File: src/rtl/pwsg_pkg.sv
// shared types and constants of the pyramid window scan generator
// used by pwsg_ctrl, pwsg_dp, the top level and the testbench; depends on nothing
package pwsg_pkg;

    localparam int WIN_BITS     = 8;
    localparam int RATIO_BITS   = 16;
    localparam int LEVEL_BITS   = 6;
    localparam int CFG_IDX_BITS = 3;
    localparam int CFG_DAT_BITS = 16;
    localparam int Q_SHIFT      = 12;

    localparam logic [RATIO_BITS-1:0] Q_ONE     = RATIO_BITS'(4096);
    localparam logic [LEVEL_BITS-1:0] LEVEL_MAX = LEVEL_BITS'(63);

    localparam int RST_IMAGE_WIDTH  = 640;
    localparam int RST_IMAGE_HEIGHT = 480;
    localparam logic [WIN_BITS-1:0]   RST_WINDOW_WIDTH  = WIN_BITS'(36);
    localparam logic [WIN_BITS-1:0]   RST_WINDOW_HEIGHT = WIN_BITS'(36);
    localparam logic [WIN_BITS-1:0]   RST_SCAN_STEP     = WIN_BITS'(1);
    localparam logic [RATIO_BITS-1:0] RST_RATIO_Q12     = RATIO_BITS'(4915);

    typedef enum logic [CFG_IDX_BITS-1:0] {
        CFG_IMAGE_WIDTH   = 3'd0,
        CFG_IMAGE_HEIGHT  = 3'd1,
        CFG_WINDOW_WIDTH  = 3'd2,
        CFG_WINDOW_HEIGHT = 3'd3,
        CFG_SCAN_STEP     = 3'd4,
        CFG_RATIO_Q12     = 3'd5
    } t_cfg_reg;

    typedef enum logic [3:0] {
        S_IDLE,
        S_CHECK,
        S_COL,
        S_ROW,
        S_EMIT,
        S_ADV,
        S_SHW,
        S_SHH,
        S_SZA,
        S_SZB,
        S_SZFIN
    } t_state;

    typedef enum logic [2:0] {
        DIV_COL,
        DIV_ROW,
        DIV_SHW,
        DIV_SHH,
        DIV_SZA,
        DIV_SZB
    } t_div_op;

    typedef enum logic [1:0] {
        ADV_COL,
        ADV_ROW,
        ADV_SHRINK,
        ADV_END
    } t_adv;

    typedef struct packed {
        logic    accept;
        logic    div_start;
        t_div_op div_op;
        logic    emit;
        logic    adv;
        logic    size_fin;
    } t_dp_cmd;

    typedef struct packed {
        logic div_done;
        logic scan_done;
        logic out_free;
        t_adv adv_kind;
    } t_dp_stat;

endpackage

File: src/rtl/pwsg_div.sv
// radix-2 restoring divider, one quotient bit per cycle
// standalone; a zero divisor gives a zero quotient at once
module pwsg_div #(
    parameter int DW  = 25,
    parameter int DVW = 16
) (
    input  logic           i_clk,
    input  logic           i_rst_n,
    input  logic           i_start,
    input  logic [DW-1:0]  i_dividend,
    input  logic [DVW-1:0] i_divisor,
    output logic           o_done,
    output logic [DW-1:0]  o_quotient
);

    localparam int CNTW = $clog2(DW);
    localparam logic [CNTW-1:0] CNT_LAST = CNTW'(DW - 1);

    logic            r_busy;
    logic            r_done;
    logic [CNTW-1:0] r_cnt;
    logic [DVW-1:0]  r_rem;
    logic [DW-1:0]   r_quo;
    logic [DVW-1:0]  r_dvs;

    logic [DVW:0]   rem_sh;
    logic [DVW+1:0] diff;

    assign rem_sh = {r_rem, r_quo[DW-1]};
    assign diff   = {1'b0, rem_sh} - {2'b00, r_dvs};

    always_ff @(posedge i_clk) begin
        if (!i_rst_n) begin
            r_busy <= 1'b0;
            r_done <= 1'b0;
            r_cnt  <= '0;
        end else begin
            r_done <= 1'b0;
            if (i_start) begin
                r_cnt <= '0;
                if (i_divisor == '0) begin
                    r_busy <= 1'b0;
                    r_done <= 1'b1;
                end else begin
                    r_busy <= 1'b1;
                end
            end else if (r_busy) begin
                r_cnt <= r_cnt + CNTW'(1);
                if (r_cnt == CNT_LAST) begin
                    r_busy <= 1'b0;
                    r_done <= 1'b1;
                end
            end
        end
    end

    always_ff @(posedge i_clk) begin
        if (i_start) begin
            r_rem <= '0;
            r_dvs <= i_divisor;
            r_quo <= (i_divisor == '0) ? '0 : i_dividend;
        end else if (r_busy) begin
            if (!diff[DVW+1]) begin
                r_rem <= diff[DVW-1:0];
                r_quo <= {r_quo[DW-2:0], 1'b1};
            end else begin
                r_rem <= rem_sh[DVW-1:0];
                r_quo <= {r_quo[DW-2:0], 1'b0};
            end
        end
    end

    assign o_done     = r_done;
    assign o_quotient = r_quo;

endmodule

File: src/rtl/pwsg_ctrl.sv
// controller state machine sequencing one window request
// depends on pwsg_pkg for state, command and status types
module pwsg_ctrl (
    input  logic               i_clk,
    input  logic               i_rst_n,
    input  logic               i_in_valid,
    output logic               o_in_stall,
    input  pwsg_pkg::t_dp_stat i_stat,
    output pwsg_pkg::t_dp_cmd  o_cmd
);

    pwsg_pkg::t_state r_state;
    pwsg_pkg::t_state n_state;

    always_ff @(posedge i_clk) begin
        if (!i_rst_n) begin
            r_state <= pwsg_pkg::S_IDLE;
        end else begin
            r_state <= n_state;
        end
    end

    always_comb begin
        n_state = r_state;
        unique case (r_state)
            pwsg_pkg::S_IDLE: begin
                if (i_in_valid) n_state = pwsg_pkg::S_CHECK;
            end
            pwsg_pkg::S_CHECK: begin
                n_state = i_stat.scan_done ? pwsg_pkg::S_EMIT : pwsg_pkg::S_COL;
            end
            pwsg_pkg::S_COL: begin
                if (i_stat.div_done) n_state = pwsg_pkg::S_ROW;
            end
            pwsg_pkg::S_ROW: begin
                if (i_stat.div_done) n_state = pwsg_pkg::S_EMIT;
            end
            pwsg_pkg::S_EMIT: begin
                if (i_stat.out_free) begin
                    n_state = i_stat.scan_done ? pwsg_pkg::S_IDLE : pwsg_pkg::S_ADV;
                end
            end
            pwsg_pkg::S_ADV: begin
                n_state = (i_stat.adv_kind == pwsg_pkg::ADV_SHRINK) ?
                          pwsg_pkg::S_SHW : pwsg_pkg::S_IDLE;
            end
            pwsg_pkg::S_SHW: begin
                if (i_stat.div_done) n_state = pwsg_pkg::S_SHH;
            end
            pwsg_pkg::S_SHH: begin
                if (i_stat.div_done) n_state = pwsg_pkg::S_SZA;
            end
            pwsg_pkg::S_SZA: begin
                if (i_stat.div_done) n_state = pwsg_pkg::S_SZB;
            end
            pwsg_pkg::S_SZB: begin
                if (i_stat.div_done) n_state = pwsg_pkg::S_SZFIN;
            end
            pwsg_pkg::S_SZFIN: begin
                n_state = pwsg_pkg::S_IDLE;
            end
            default: begin
                n_state = pwsg_pkg::S_IDLE;
            end
        endcase
    end

    always_comb begin
        o_cmd        = '0;
        o_cmd.div_op = pwsg_pkg::DIV_COL;
        o_in_stall   = (r_state != pwsg_pkg::S_IDLE);
        unique case (r_state)
            pwsg_pkg::S_IDLE: begin
                o_cmd.accept = i_in_valid;
            end
            pwsg_pkg::S_CHECK: begin
                o_cmd.div_start = !i_stat.scan_done;
                o_cmd.div_op    = pwsg_pkg::DIV_COL;
            end
            pwsg_pkg::S_COL: begin
                o_cmd.div_start = i_stat.div_done;
                o_cmd.div_op    = pwsg_pkg::DIV_ROW;
            end
            pwsg_pkg::S_ROW: begin
            end
            pwsg_pkg::S_EMIT: begin
                o_cmd.emit = i_stat.out_free;
            end
            pwsg_pkg::S_ADV: begin
                if (i_stat.adv_kind == pwsg_pkg::ADV_SHRINK) begin
                    o_cmd.div_start = 1'b1;
                    o_cmd.div_op    = pwsg_pkg::DIV_SHW;
                end else begin
                    o_cmd.adv = 1'b1;
                end
            end
            pwsg_pkg::S_SHW: begin
                o_cmd.div_start = i_stat.div_done;
                o_cmd.div_op    = pwsg_pkg::DIV_SHH;
            end
            pwsg_pkg::S_SHH: begin
                o_cmd.div_start = i_stat.div_done;
                o_cmd.div_op    = pwsg_pkg::DIV_SZA;
            end
            pwsg_pkg::S_SZA: begin
                o_cmd.div_start = i_stat.div_done;
                o_cmd.div_op    = pwsg_pkg::DIV_SZB;
            end
            pwsg_pkg::S_SZB: begin
            end
            pwsg_pkg::S_SZFIN: begin
                o_cmd.size_fin = 1'b1;
            end
            default: begin
            end
        endcase
    end

endmodule

File: src/rtl/pwsg_dp.sv
// datapath: config registers, scan state, shared multiplier and divider, output word
// depends on pwsg_pkg and pwsg_div
module pwsg_dp #(
    parameter int DIM_BITS = 12
) (
    input  logic                                 i_clk,
    input  logic                                 i_rst_n,
    input  logic                                 i_cfg_we,
    input  logic [pwsg_pkg::CFG_IDX_BITS-1:0]    i_cfg_index,
    input  logic [pwsg_pkg::CFG_DAT_BITS-1:0]    i_cfg_data,
    input  logic                                 i_restart,
    input  logic                                 i_out_stall,
    input  pwsg_pkg::t_dp_cmd                    i_cmd,
    output pwsg_pkg::t_dp_stat                   o_stat,
    output logic                                 o_out_valid,
    output logic [DIM_BITS-1:0]                  o_orig_col,
    output logic [DIM_BITS-1:0]                  o_orig_row,
    output logic [DIM_BITS:0]                    o_orig_window_size,
    output logic [DIM_BITS-1:0]                  o_level_col,
    output logic [DIM_BITS-1:0]                  o_level_row,
    output logic [DIM_BITS-1:0]                  o_level_width,
    output logic [DIM_BITS-1:0]                  o_level_height,
    output logic [pwsg_pkg::LEVEL_BITS-1:0]      o_level_index,
    output logic                                 o_exhausted
);

    localparam int WB  = pwsg_pkg::WIN_BITS;
    localparam int RB  = pwsg_pkg::RATIO_BITS;
    localparam int LB  = pwsg_pkg::LEVEL_BITS;
    localparam int QS  = pwsg_pkg::Q_SHIFT;
    localparam int DW  = (2 * DIM_BITS > DIM_BITS + 13) ? 2 * DIM_BITS : DIM_BITS + 13;
    localparam int DVW = (DIM_BITS > RB) ? DIM_BITS : RB;
    localparam int OW  = DIM_BITS + 1;
    localparam int SW  = DIM_BITS + 2;
    localparam int CW  = ((DIM_BITS + QS > WB + RB) ? DIM_BITS + QS : WB + RB) + 1;
    localparam logic [OW-1:0]       WIN_MAX   = {OW{1'b1}};
    localparam logic [DIM_BITS-1:0] RST_IMG_W = DIM_BITS'(pwsg_pkg::RST_IMAGE_WIDTH);
    localparam logic [DIM_BITS-1:0] RST_IMG_H = DIM_BITS'(pwsg_pkg::RST_IMAGE_HEIGHT);

    // configuration
    logic [DIM_BITS-1:0] r_img_w, r_img_h;
    logic [WB-1:0]       r_win_w, r_win_h, r_step;
    logic [RB-1:0]       r_ratio;

    // scan state
    logic [DIM_BITS-1:0] r_lvl_w, r_lvl_h, r_col, r_row;
    logic [OW-1:0]       r_owin;
    logic [LB-1:0]       r_level;
    logic                r_done;

    // intermediate results
    logic [DIM_BITS-1:0] r_map_col, r_map_row;
    logic [DW-1:0]       r_sz_a, r_sz_b;
    pwsg_pkg::t_div_op   r_div_op;

    logic                r_out_valid;

    logic [DIM_BITS-1:0]   mul_a, mul_b;
    logic [2*DIM_BITS-1:0] prod;
    logic [DW-1:0]         dividend;
    logic [DVW-1:0]        divisor;
    logic                  div_done;
    logic [DW-1:0]         quotient;

    logic [SW-1:0]   col_end, row_end;
    logic            col_ok, row_ok, shrink_ok;
    logic [WB+RB-1:0] ww_r, wh_r;
    logic [CW-1:0]   lw_q, lh_q;
    pwsg_pkg::t_adv  adv_kind;
    logic [DW-1:0]   sz_max;
    logic [OW-1:0]   sz_sat;

    always_ff @(posedge i_clk) begin
        if (!i_rst_n) begin
            r_img_w <= RST_IMG_W;
            r_img_h <= RST_IMG_H;
            r_win_w <= pwsg_pkg::RST_WINDOW_WIDTH;
            r_win_h <= pwsg_pkg::RST_WINDOW_HEIGHT;
            r_step  <= pwsg_pkg::RST_SCAN_STEP;
            r_ratio <= pwsg_pkg::RST_RATIO_Q12;
        end else if (i_cfg_we) begin
            unique case (i_cfg_index)
                pwsg_pkg::CFG_IMAGE_WIDTH:   r_img_w <= i_cfg_data[DIM_BITS-1:0];
                pwsg_pkg::CFG_IMAGE_HEIGHT:  r_img_h <= i_cfg_data[DIM_BITS-1:0];
                pwsg_pkg::CFG_WINDOW_WIDTH:  r_win_w <= i_cfg_data[WB-1:0];
                pwsg_pkg::CFG_WINDOW_HEIGHT: r_win_h <= i_cfg_data[WB-1:0];
                pwsg_pkg::CFG_SCAN_STEP:     r_step  <= i_cfg_data[WB-1:0];
                pwsg_pkg::CFG_RATIO_Q12:     r_ratio <= i_cfg_data[RB-1:0];
                default: begin
                end
            endcase
        end
    end

    // shared multiplier feeding the divider operand register
    always_comb begin
        mul_a    = '0;
        mul_b    = '0;
        dividend = '0;
        divisor  = '0;
        unique case (i_cmd.div_op)
            pwsg_pkg::DIV_COL: begin
                mul_a   = r_col;
                mul_b   = r_img_w;
                divisor = DVW'(r_lvl_w);
            end
            pwsg_pkg::DIV_ROW: begin
                mul_a   = r_row;
                mul_b   = r_img_h;
                divisor = DVW'(r_lvl_h);
            end
            pwsg_pkg::DIV_SZA: begin
                mul_a   = DIM_BITS'(r_win_w);
                mul_b   = r_img_w;
                divisor = DVW'(r_lvl_w);
            end
            pwsg_pkg::DIV_SZB: begin
                mul_a   = DIM_BITS'(r_win_h);
                mul_b   = r_img_h;
                divisor = DVW'(r_lvl_h);
            end
            pwsg_pkg::DIV_SHW: begin
                divisor = DVW'(r_ratio);
            end
            pwsg_pkg::DIV_SHH: begin
                divisor = DVW'(r_ratio);
            end
            default: begin
            end
        endcase
        prod = mul_a * mul_b;
        if (i_cmd.div_op == pwsg_pkg::DIV_SHW) begin
            dividend = DW'({r_lvl_w, {QS{1'b0}}}) + DW'(r_ratio) - DW'(1);
        end else if (i_cmd.div_op == pwsg_pkg::DIV_SHH) begin
            dividend = DW'({r_lvl_h, {QS{1'b0}}}) + DW'(r_ratio) - DW'(1);
        end else begin
            dividend = DW'(prod);
        end
    end

    pwsg_div #(
        .DW  (DW),
        .DVW (DVW)
    ) u_div (
        .i_clk      (i_clk),
        .i_rst_n    (i_rst_n),
        .i_start    (i_cmd.div_start),
        .i_dividend (dividend),
        .i_divisor  (divisor),
        .o_done     (div_done),
        .o_quotient (quotient)
    );

    // advance decision
    assign col_end = SW'(r_col) + SW'(r_win_w) + SW'(r_step);
    assign row_end = SW'(r_row) + SW'(r_win_h) + SW'(r_step);
    assign col_ok  = (col_end <= SW'(r_lvl_w));
    assign row_ok  = (row_end <= SW'(r_lvl_h));
    assign ww_r    = r_win_w * r_ratio;
    assign wh_r    = r_win_h * r_ratio;
    assign lw_q    = CW'({r_lvl_w, {QS{1'b0}}});
    assign lh_q    = CW'({r_lvl_h, {QS{1'b0}}});
    assign shrink_ok = (r_ratio > pwsg_pkg::Q_ONE) && (r_level != pwsg_pkg::LEVEL_MAX) &&
                       (lw_q >= CW'(ww_r)) && (lh_q >= CW'(wh_r));

    always_comb begin
        priority if (col_ok) begin
            adv_kind = pwsg_pkg::ADV_COL;
        end else if (row_ok) begin
            adv_kind = pwsg_pkg::ADV_ROW;
        end else if (shrink_ok) begin
            adv_kind = pwsg_pkg::ADV_SHRINK;
        end else begin
            adv_kind = pwsg_pkg::ADV_END;
        end
    end

    assign sz_max = (r_sz_a > r_sz_b) ? r_sz_a : r_sz_b;
    assign sz_sat = (sz_max > DW'(WIN_MAX)) ? WIN_MAX : sz_max[OW-1:0];

    always_ff @(posedge i_clk) begin
        if (i_cmd.div_start) begin
            r_div_op <= i_cmd.div_op;
        end
        if (div_done) begin
            unique case (r_div_op)
                pwsg_pkg::DIV_COL: r_map_col <= quotient[DIM_BITS-1:0];
                pwsg_pkg::DIV_ROW: r_map_row <= quotient[DIM_BITS-1:0];
                pwsg_pkg::DIV_SZA: r_sz_a    <= quotient;
                pwsg_pkg::DIV_SZB: r_sz_b    <= quotient;
                default: begin
                end
            endcase
        end
    end

    always_ff @(posedge i_clk) begin
        if (!i_rst_n) begin
            r_lvl_w <= RST_IMG_W;
            r_lvl_h <= RST_IMG_H;
            r_col   <= '0;
            r_row   <= '0;
            r_owin  <= OW'(pwsg_pkg::RST_WINDOW_WIDTH);
            r_level <= '0;
            r_done  <= 1'b0;
        end else if (i_cmd.accept && i_restart) begin
            r_lvl_w <= r_img_w;
            r_lvl_h <= r_img_h;
            r_col   <= '0;
            r_row   <= '0;
            r_owin  <= OW'(r_win_w);
            r_level <= '0;
            r_done  <= 1'b0;
        end else if (i_cmd.adv) begin
            unique case (adv_kind)
                pwsg_pkg::ADV_COL: begin
                    r_col <= r_col + DIM_BITS'(r_step);
                end
                pwsg_pkg::ADV_ROW: begin
                    r_col <= '0;
                    r_row <= r_row + DIM_BITS'(r_step);
                end
                default: begin
                    r_col  <= '0;
                    r_row  <= '0;
                    r_done <= 1'b1;
                end
            endcase
        end else if (i_cmd.size_fin) begin
            r_owin  <= sz_sat;
            r_level <= r_level + LB'(1);
            r_col   <= '0;
            r_row   <= '0;
        end else if (div_done && r_div_op == pwsg_pkg::DIV_SHW) begin
            r_lvl_w <= quotient[DIM_BITS-1:0];
        end else if (div_done && r_div_op == pwsg_pkg::DIV_SHH) begin
            r_lvl_h <= quotient[DIM_BITS-1:0];
        end
    end

    // output word register
    always_ff @(posedge i_clk) begin
        if (!i_rst_n) begin
            r_out_valid <= 1'b0;
        end else if (i_cmd.emit) begin
            r_out_valid <= 1'b1;
        end else if (!i_out_stall) begin
            r_out_valid <= 1'b0;
        end
    end

    always_ff @(posedge i_clk) begin
        if (i_cmd.emit) begin
            if (r_done) begin
                o_orig_col         <= '0;
                o_orig_row         <= '0;
                o_orig_window_size <= '0;
                o_level_col        <= '0;
                o_level_row        <= '0;
                o_level_width      <= '0;
                o_level_height     <= '0;
                o_level_index      <= '0;
                o_exhausted        <= 1'b1;
            end else begin
                o_orig_col         <= r_map_col;
                o_orig_row         <= r_map_row;
                o_orig_window_size <= r_owin;
                o_level_col        <= r_col;
                o_level_row        <= r_row;
                o_level_width      <= r_lvl_w;
                o_level_height     <= r_lvl_h;
                o_level_index      <= r_level;
                o_exhausted        <= 1'b0;
            end
        end
    end

    assign o_out_valid      = r_out_valid;
    assign o_stat.div_done  = div_done;
    assign o_stat.scan_done = r_done;
    assign o_stat.out_free  = !r_out_valid || !i_out_stall;
    assign o_stat.adv_kind  = adv_kind;

endmodule

File: src/rtl/pyramid_window_scan_generator_top.sv
// Window scan generator over an image pyramid, coordinates only. Each accepted request
// word yields one result word: the window corner at the current level, the corner mapped
// back to the original image and the window side in original pixels, or an exhausted word.
// One request is worked at a time; a single radix-2 divider producing one quotient bit per
// cycle sets the latency, with a dividend of DW = max(2*DIM_BITS, DIM_BITS+13) bits (25 at
// the default). A window word waits for the column and row mappings, each a division; a
// window that closes a level also holds off the next request for the two level shrinks and
// two window-size quotients; an exhausted word needs no division. The next request is taken
// while the previous word waits at the output. The configuration port is always ready;
// write only while the block is idle.
// top level; depends on pwsg_pkg, pwsg_ctrl, pwsg_dp, pwsg_div
module pyramid_window_scan_generator_top #(
    parameter int DIM_BITS = 12
) (
    input  logic                               i_clk,
    input  logic                               i_rst_n,
    input  logic                               i_cfg_valid,
    output logic                               o_cfg_ready,
    input  logic [pwsg_pkg::CFG_IDX_BITS-1:0]  i_cfg_index,
    input  logic [pwsg_pkg::CFG_DAT_BITS-1:0]  i_cfg_data,
    input  logic                               i_in_valid,
    output logic                               o_in_stall,
    input  logic                               i_restart,
    output logic                               o_out_valid,
    input  logic                               i_out_stall,
    output logic [DIM_BITS-1:0]                o_orig_col,
    output logic [DIM_BITS-1:0]                o_orig_row,
    output logic [DIM_BITS:0]                  o_orig_window_size,
    output logic [DIM_BITS-1:0]                o_level_col,
    output logic [DIM_BITS-1:0]                o_level_row,
    output logic [DIM_BITS-1:0]                o_level_width,
    output logic [DIM_BITS-1:0]                o_level_height,
    output logic [pwsg_pkg::LEVEL_BITS-1:0]    o_level_index,
    output logic                               o_exhausted
);

    pwsg_pkg::t_dp_cmd  cmd;
    pwsg_pkg::t_dp_stat stat;

    assign o_cfg_ready = 1'b1;

    pwsg_ctrl u_ctrl (
        .i_clk      (i_clk),
        .i_rst_n    (i_rst_n),
        .i_in_valid (i_in_valid),
        .o_in_stall (o_in_stall),
        .i_stat     (stat),
        .o_cmd      (cmd)
    );

    pwsg_dp #(
        .DIM_BITS (DIM_BITS)
    ) u_dp (
        .i_clk              (i_clk),
        .i_rst_n            (i_rst_n),
        .i_cfg_we           (i_cfg_valid),
        .i_cfg_index        (i_cfg_index),
        .i_cfg_data         (i_cfg_data),
        .i_restart          (i_restart),
        .i_out_stall        (i_out_stall),
        .i_cmd              (cmd),
        .o_stat             (stat),
        .o_out_valid        (o_out_valid),
        .o_orig_col         (o_orig_col),
        .o_orig_row         (o_orig_row),
        .o_orig_window_size (o_orig_window_size),
        .o_level_col        (o_level_col),
        .o_level_row        (o_level_row),
        .o_level_width      (o_level_width),
        .o_level_height     (o_level_height),
        .o_level_index      (o_level_index),
        .o_exhausted        (o_exhausted)
    );

endmodule

File: config.mk
export PLATFORM = sky130hd
export DESIGN_NAME = pyramid_window_scan_generator_top
export DESIGN_NICKNAME = d
export VERILOG_FILES = /design/src/rtl/pwsg_pkg.sv /design/src/rtl/pwsg_div.sv /design/src/rtl/pwsg_ctrl.sv /design/src/rtl/pwsg_dp.sv /design/src/rtl/pyramid_window_scan_generator_top.sv
export SDC_FILE = /design/constraint.sdc
export NUM_CORES = 2
export LEC_CHECK = 0
export BUFFER_PORTS_ARGS = -buffer_cell sky130_fd_sc_hd__buf_4
export CORE_ASPECT_RATIO = 1.2
export CORE_MARGIN = 2
export CORE_UTILIZATION = 69
export CTS_CLUSTER_SIZE = 14
export DETAILED_ROUTE_END_ITERATION = 12
export PLACE_DENSITY = 0.87
export SYNTH_ARGS = -nofsm -noshare
export SYNTH_HDL_FRONTEND = slang
export SYNTH_SLANG_ARGS = --single-unit
File: constraint.sdc
create_clock -name i_clk -period 35.4 [get_ports i_clk]
set_input_delay 5.31 -clock i_clk [delete_from_list [all_inputs] [get_ports i_clk]]
set_output_delay 5.31 -clock i_clk [all_outputs]
set_load 0.03 [all_outputs]
# --- Word level (Yosys, flattened, before mapping) ---
# Index checks and enable logic that the tools add are counted.
word_totals:
  elab_cells: 211
  register_bits: 370
  inputBits: 25
  out_inout_bits: 95
classes:
  mul: 3
  n_lt_le_gt_ge: 7
  n_addsub: 13
  reduce_logical: 45
  n_eq_ne: 42
  bitwise: 3
  n_mux: 62
ops:
  columns: ["op", "count"]
  rows:
  - ["$mux W12", 13]
  - ["$mux W25", 6]
  - ["$add A24 B16 Y25", 2]
  - ["$sub A25 B1 Y25 const B", 2]
  - ["$ge A24 B24 Y1", 2]
  - ["$mul A8 B16 Y24", 2]
  - ["$pmux W12 S2", 2]
  - ["$pmux W12 S4", 1]
  - ["$pmux W16 S3", 1]
  - ["$pmux W4 S10", 1]
  - ["$mux W4", 9]
  - ["$add A14 B8 Y14", 2]
  - ["$le A14 B12 Y1", 2]
  - ["$reduce_and A2 Y1", 14]
  - ["$add A12 B8 Y13", 2]
  - ["$gt A25 B13 Y1 const B", 1]
  - ["$gt A25 B25 Y1", 1]
  - ["$add A12 B8 Y12", 2]
  - ["$mul A12 B12 Y24", 1]
  - ["$mux W8", 3]
  - ["$pmux W4 S6", 1]
  - ["$ne A2 B1 Y1 const B", 11]
  - ["$eq A3 B2 Y1 const B", 6]
  - ["$eq A3 B3 Y1 const B", 6]
  - ["other kinds (33)", 82]

# --- Longest topological paths before layout ---
logic_depth:
  ltp_word: 18
  depth_mapped: 60
  ltp_nobuf: 57

# --- Cells and area by module ---
# A second synthesis with hierarchy kept.
hier_totals:
  hier_cells: 3675
  hier_area_um2: 34337.9
by_module_without_submodules:
  columns: ["module", "area_per_inst_um2", "seq_area_each_um2", "n_inst", "cells_each"]
  rows:
  - ["pwsg_dp", 30324.1, 7737.4, 1, 3293]
  - ["pwsg_div", 3509.6, 1691.6, 1, 321]
  - ["pwsg_ctrl", 493.0, 80.1, 1, 59]
  - ["pyramid_window_scan_generator_top", 11.3, 0.0, 1, 2]

# --- Worst setup path before layout ---
# Ideal clock, no wire load.
synth_path:
  path_kind: "flip-flop to flip-flop"
  start: "register u_dp.r_ratio[2]"
  end: "register u_dp.u_div.r_quo[22], in the netlist u_dp.u_div.o_quotient[22], data pin"
  period_less_slack_ps: 13443
  path_buffers: 3
  setup_ps: 260
  required_ps: 35140
  t_arrival_ps: 13183
  setup_slack_ps: 21957
  stages_incl_launch_ff: 56
  path_cell_list: "dfxtp_1 > clkbuf_1 > clkbuf_1 > nand2_1 > fa_1 > fa_1 > inv_1 > fa_1 > inv_1 > fa_1 > inv_1 > ha_1 > or3_1 > o211a_1 > o21a_1 > o21a_1 > o21ai_1 > a2111oi_0 > (+20 left out) > inv_1 > fa_1 > fa_1 > inv_1 > fa_1 > inv_1 > ha_1 > or3_1 > a2111oi_0 > nor3b_1 > o21a_1 > o21ai_0 > a21oi_1 > a211o_1 > o21bai_1 > xnor2_1 > o221ai_1 > o21ai_0"
synth_between:
  elab_chain_cells: 18
  elab_cells_between_ends: 36
  classes_between: "4 x add/sub; 3 x mul; 3 x order compare; 6 x eq/ne; 12 x mux; 8 x reduce/logical"
synth_lines:
  columns: ["item", "line", "rtl"]
  rows:
  - ["start: declaration", "pwsg_dp.sv:43", "logic [RB-1:0] r_ratio;"]
  - ["start signal: assignment", "pwsg_dp.sv:80", "r_ratio <= pwsg_pkg::RST_RATIO_Q12;"]
  - ["start signal: assignment", "pwsg_dp.sv:88", "pwsg_pkg::CFG_RATIO_Q12: r_ratio <= i_cfg_data[RB-1:0];"]
  - ["$mul A8 B16 Y24 / $gt A16 B13 Y1 (equally long branches)", "pwsg_dp.sv:159, pwsg_dp.sv:163", null]
  - ["$ge A24 B24 Y1 / $logic_and A1 B1 Y1 (equally long branches)", "pwsg_dp.sv:164, pwsg_dp.sv:163", null]
  - ["$logic_and A1 B1 Y1", "pwsg_dp.sv:163", "assign shrink_ok = (r_ratio > pwsg_pkg::Q_ONE) && (r_level != pwsg_pkg::LEVEL_MAX) &&"]
  - ["$logic_and A1 B1 Y1", "pwsg_dp.sv:164", "(lw_q >= CW'(ww_r)) && (lh_q >= CW'(wh_r));"]
  - ["$mux W1", "pwsg_dp.sv:171", "end else if (shrink_ok) begin"]
  - ["$mux W2", "pwsg_dp.sv:169", "end else if (row_ok) begin"]
  - ["$mux W2", "pwsg_dp.sv:167", "priority if (col_ok) begin"]
  - ["$eq A2 B2 Y1", "pwsg_ctrl.sv:90", "if (i_stat.adv_kind == pwsg_pkg::ADV_SHRINK) begin"]
  - ["(+2 left out)", null, null]
  - ["$eq A3 B1 Y1, or another cell as far along", "pwsg_dp.sv:101", "unique case (i_cmd.div_op)"]
  - ["$reduce_or A2 Y1 (no line)", null, null]
  - ["$pmux W12 S2", "pwsg_dp.sv:101", null]
  - ["$mul A12 B12 Y24", "pwsg_dp.sv:131", "prod = mul_a * mul_b;"]
  - ["$mux W25", "pwsg_dp.sv:134", "end else if (i_cmd.div_op == pwsg_pkg::DIV_SHH) begin"]
  - ["$mux W25", "pwsg_dp.sv:132", "if (i_cmd.div_op == pwsg_pkg::DIV_SHW) begin"]
  - ["$mux W25", "pwsg_div.sv:61", "r_quo <= (i_divisor == '0) ? '0 : i_dividend;"]
  - ["$mux W25 (*)", "pwsg_div.sv:58", "if (i_start) begin"]
  - ["end signal: assignment", "pwsg_div.sv:61", null]
  - ["end signal: assignment", "pwsg_div.sv:65", "r_quo <= {r_quo[DW-2:0], 1'b1};"]
  - ["end signal: assignment", "pwsg_div.sv:68", "r_quo <= {r_quo[DW-2:0], 1'b0};"]
  - ["end: declaration", "pwsg_div.sv:23", "logic [DW-1:0] r_quo;"]
# Mark *: on every way between the ends. The rest lies on a longest branch, timed or not.
# A chain may end at the register's enable or synchronous reset.

# --- Worst setup path in the final report ---
# Same ends and word-level chain as after synthesis.

==> reports/metrics.cfg <==
[run_status]
status = finished clean

[power_and_ir_drop]
pwr_density_cell_mw_per_mm2 = 43.2
netSwitchingFraction = 0.385
combPwrFrac = 0.337
leakagePower_nw = 17.0
ir_worst_vdd_uv = 36.4
power_frac_seq = 0.390
p_sw_mw = 0.615
intPower_mw = 0.984
clockPowerShare = 0.273

[synth]
syn_avg_cell_area_um2 = 9.21
postSynth.asyncResetShare = 0
synth_edf_count = 210
netlist_area_mm2 = 0.0343
synth_most_common_cell = inv_1
synth_top_flop_cell = edfxtp_1
yosys-top-cells-count = inv_1 (470), nand2_1 (355), ha_1 (339)
synthDistinctLibCells = 87
ys_seq_area_frac = 0.277
synthesis.nets = 4362
synth_area_leader_cell = edfxtp_1
yosysTopAreaCellShare = 0.184
ys_ff_latch = 370
synth_cells = 3722
yosys_warnings = 0
ys_top_cells_by_area = edfxtp_1 (18%), fa_1 (16%), ha_1 (12%)

[setup_path]
crit_slowest_cell = dfxtp_1
worstSetupEndpointType = flop
critPathLaunch = u_dp.r_ratio[2]$_SDFFE_PN0P_
cpMostUsedCell = fa_1
reg2reg_slack_ns = 19.56
cp_max_fo = 84
worstPathArrival_ns = 16.16
reg2reg_from = u_dp.r_ratio[2]$_SDFFE_PN0P_
critical_path_class = reg -> reg
critPathRequiredTime_ns = 35.72
endpoint = u_dp.u_div.o_quotient[22]$_DFFE_PP_
start_kind = flop
cp_slowest_stage_delay_ns = 0.92
reg2reg_depth = 50
worstReg2RegEnd = u_dp.u_div.o_quotient[22]$_DFFE_PP_

[timing]
setup_viol = 0
worst_slack_ns = 19.56
slew_headroom = 0.0985
hold_viol = 0
rsz0062_at_grt = false
worst_slew_pin_slew_ns = 1.35
skew_ns = 0.0316
period_share = 0.447
period_needed_ns = 15.84
finalSetupTns_ns = 0
whs_ns = 0.483
drv_slew = 0
fmax_ghz = 0.0631

[placed_design]
dp_slack_ns = 19.82
gp_congestion = 1.04
placed_cells_incl_taps = 4351
dpl-instance-area_mm2 = 0.0356
portBuffers = 118
dpl.hpwl_um = 77900

[route]
vias_per_cell = 6.38
post-route-drc-count = 0
first_iter_violations = 3164
drt_pass1_iterations = 6
postRouteAntennaNets = 0
wl_um = 103000
wl_per_cell_um = 23.2
vias = 28200

[clocking]
clkLatencyLatePin_ns = 0.60
clock_path_buffers = 3
cts_tree = yes
cts_resized = 0
clock_sinks = 370
htree_levels = 2
hold_buffers = 0
cts-root-buf = clkbuf_16
clk_pin_slew_ns = 0.07
numCtsBuffers = 40
cts_setup_buffers = 0

[min_path]
hp-class = reg -> reg

[die]
die-area_mm2 = 0.0515
fp-row-count = 89
start_util = 0.698
core_area_mm2 = 0.0491
die_w_um = 208
die_y_um = 248
num_io_pins = 120

[job]
cap_violations = 0

[finish]
drive_gt1_frac = 0.0726
fill_cells = 3379
syn2layout_area_growth_pct = 7.83
nets = 4396
final_cells = 4425
multi_input_area_mm2 = 0.0224
final_area_mm2 = 0.0370
seqCellArea_mm2 = 0.00951

[grt]
grt_overflow = 0
grt_max_degree = 97
antenna_found_initial = 1
grt_pass1_vias = 27800
grt_usage = 0.397
grt_pass1_wl_um = 156000

## final cells by class
class | instances | area share
diodes | 1 | 0.0000677
flip-flops and latches | 370 | 0.257
clock inverters | 22 | 0.00707
repair buffers | 151 | 0.0307
well taps | 637 | 0.0216
clock buffers | 51 | 0.0298
multi-input cells | 2722 | 0.606
inverters | 471 | 0.0479
## through the flow
stage | utilization | power (mW)
2_1_floorplan | - | 0.966
4_1_cts | 0.753 | 1.58
3_5_place_dp | 0.725 | 1.15
3_3_place_gp | 0.725 | 1.13
6_report | 0.753 | 1.60
5_1_grt | 0.753 | 1.67
## cell families (layout without fill, tap and decap cells)
logic type	after synthesis	count (layout)	synth area share
AO/OA/AOI/OAI	680	680	0.130
multiplexers	82	82	0.0243
AND/OR/NAND/NOR	1202	1202	0.176
buffers and inverters	630	695	0.0711
flip-flops	370	370	0.277
adder cells (fa/ha/maj)	615	615	0.285
other	1	2	0.000109
XOR/XNOR	142	142	0.0363
## worst min path at each step
stage	from	end	slack, ns	cells past startpoint
final	u_dp.u_div.o_quotient[13]$_DFFE_PP_	u_dp.r_sz_b[13]$_DFFE_PP_	0.48	0
after global routing	u_dp.u_div.o_quotient[19]$_DFFE_PP_	u_dp.r_sz_b[19]$_DFFE_PP_	0.50	0
after CTS	u_dp.u_div.o_quotient[13]$_DFFE_PP_	u_dp.r_sz_a[13]$_DFFE_PP_	0.48	0
after detailed placement	u_dp.u_div.o_quotient[13]$_DFFE_PP_	u_dp.r_sz_b[13]$_DFFE_PP_	0.46	0
after global placement	u_dp.u_div.o_quotient[13]$_DFFE_PP_	u_dp.r_sz_a[13]$_DFFE_PP_	0.45	0
after floorplan	u_dp.u_div.o_quotient[22]$_DFFE_PP_	u_dp.r_sz_a[22]$_DFFE_PP_	0.44	0
## per-layer routing
metal,GRT usage,vias to the layer above,part of all wire
met5,0,-,0.000039
met4,0.283,2,0.083
met3,0.0673,435,0.11
met2,0.637,1608,0.45
met1,0.492,13600,0.36
li1,-,12600,-
## layout by cell type, fill, tap and decap left out, types with 71 or more instances in the layout
cell / count
a21oi_1: 179
and2_1: 182
buf_4: 151
dfxtp_1: 159
edfxtp_1: 210
fa_1: 276
ha_1: 339
inv_1: 470
mux2i_1: 73
nand2_1: 355
nand2b_1: 71
nor2_1: 234
nor2b_1: 101
o21ai_0: 139
xnor2_1: 86
## critical path: cells and delay by family, from the launching register on
kind / cells / cell delay, ns
xor gates and xnor gates: 2 / 0.17
and+or+nand+nor: 10 / 2.60
buffers and inverters: 7 / 1.07
AOI/OAI and AO/OA: 19 / 5.24
DFF: 1 / 0.92
adders and majority gates: 12 / 5.51
## power groups by stage
stage | sequential [mW] | clock (mW) | combinational [mW]
after floorplan | 0.589 | 0 | 0.378
after global placement | 0.622 | 0 | 0.511
after detailed placement | 0.625 | 0 | 0.523
after CTS | 0.617 | 0.439 | 0.528
after global routing | 0.623 | 0.455 | 0.588
final | 0.624 | 0.437 | 0.538
## state kept, by name, indices dropped and copies added (netlist names), 13 cells and up
register,count
u_dp.r_owin,13
u_dp.r_sz_b,25
u_dp.u_div.r_rem,16
u_dp.u_div.o_quotient,25
u_dp.u_div.r_dvs,16
u_dp.r_sz_a,25
u_dp.r_ratio,16
u_dp.o_orig_window_size,13
Power figures use the tool's default switching activity.
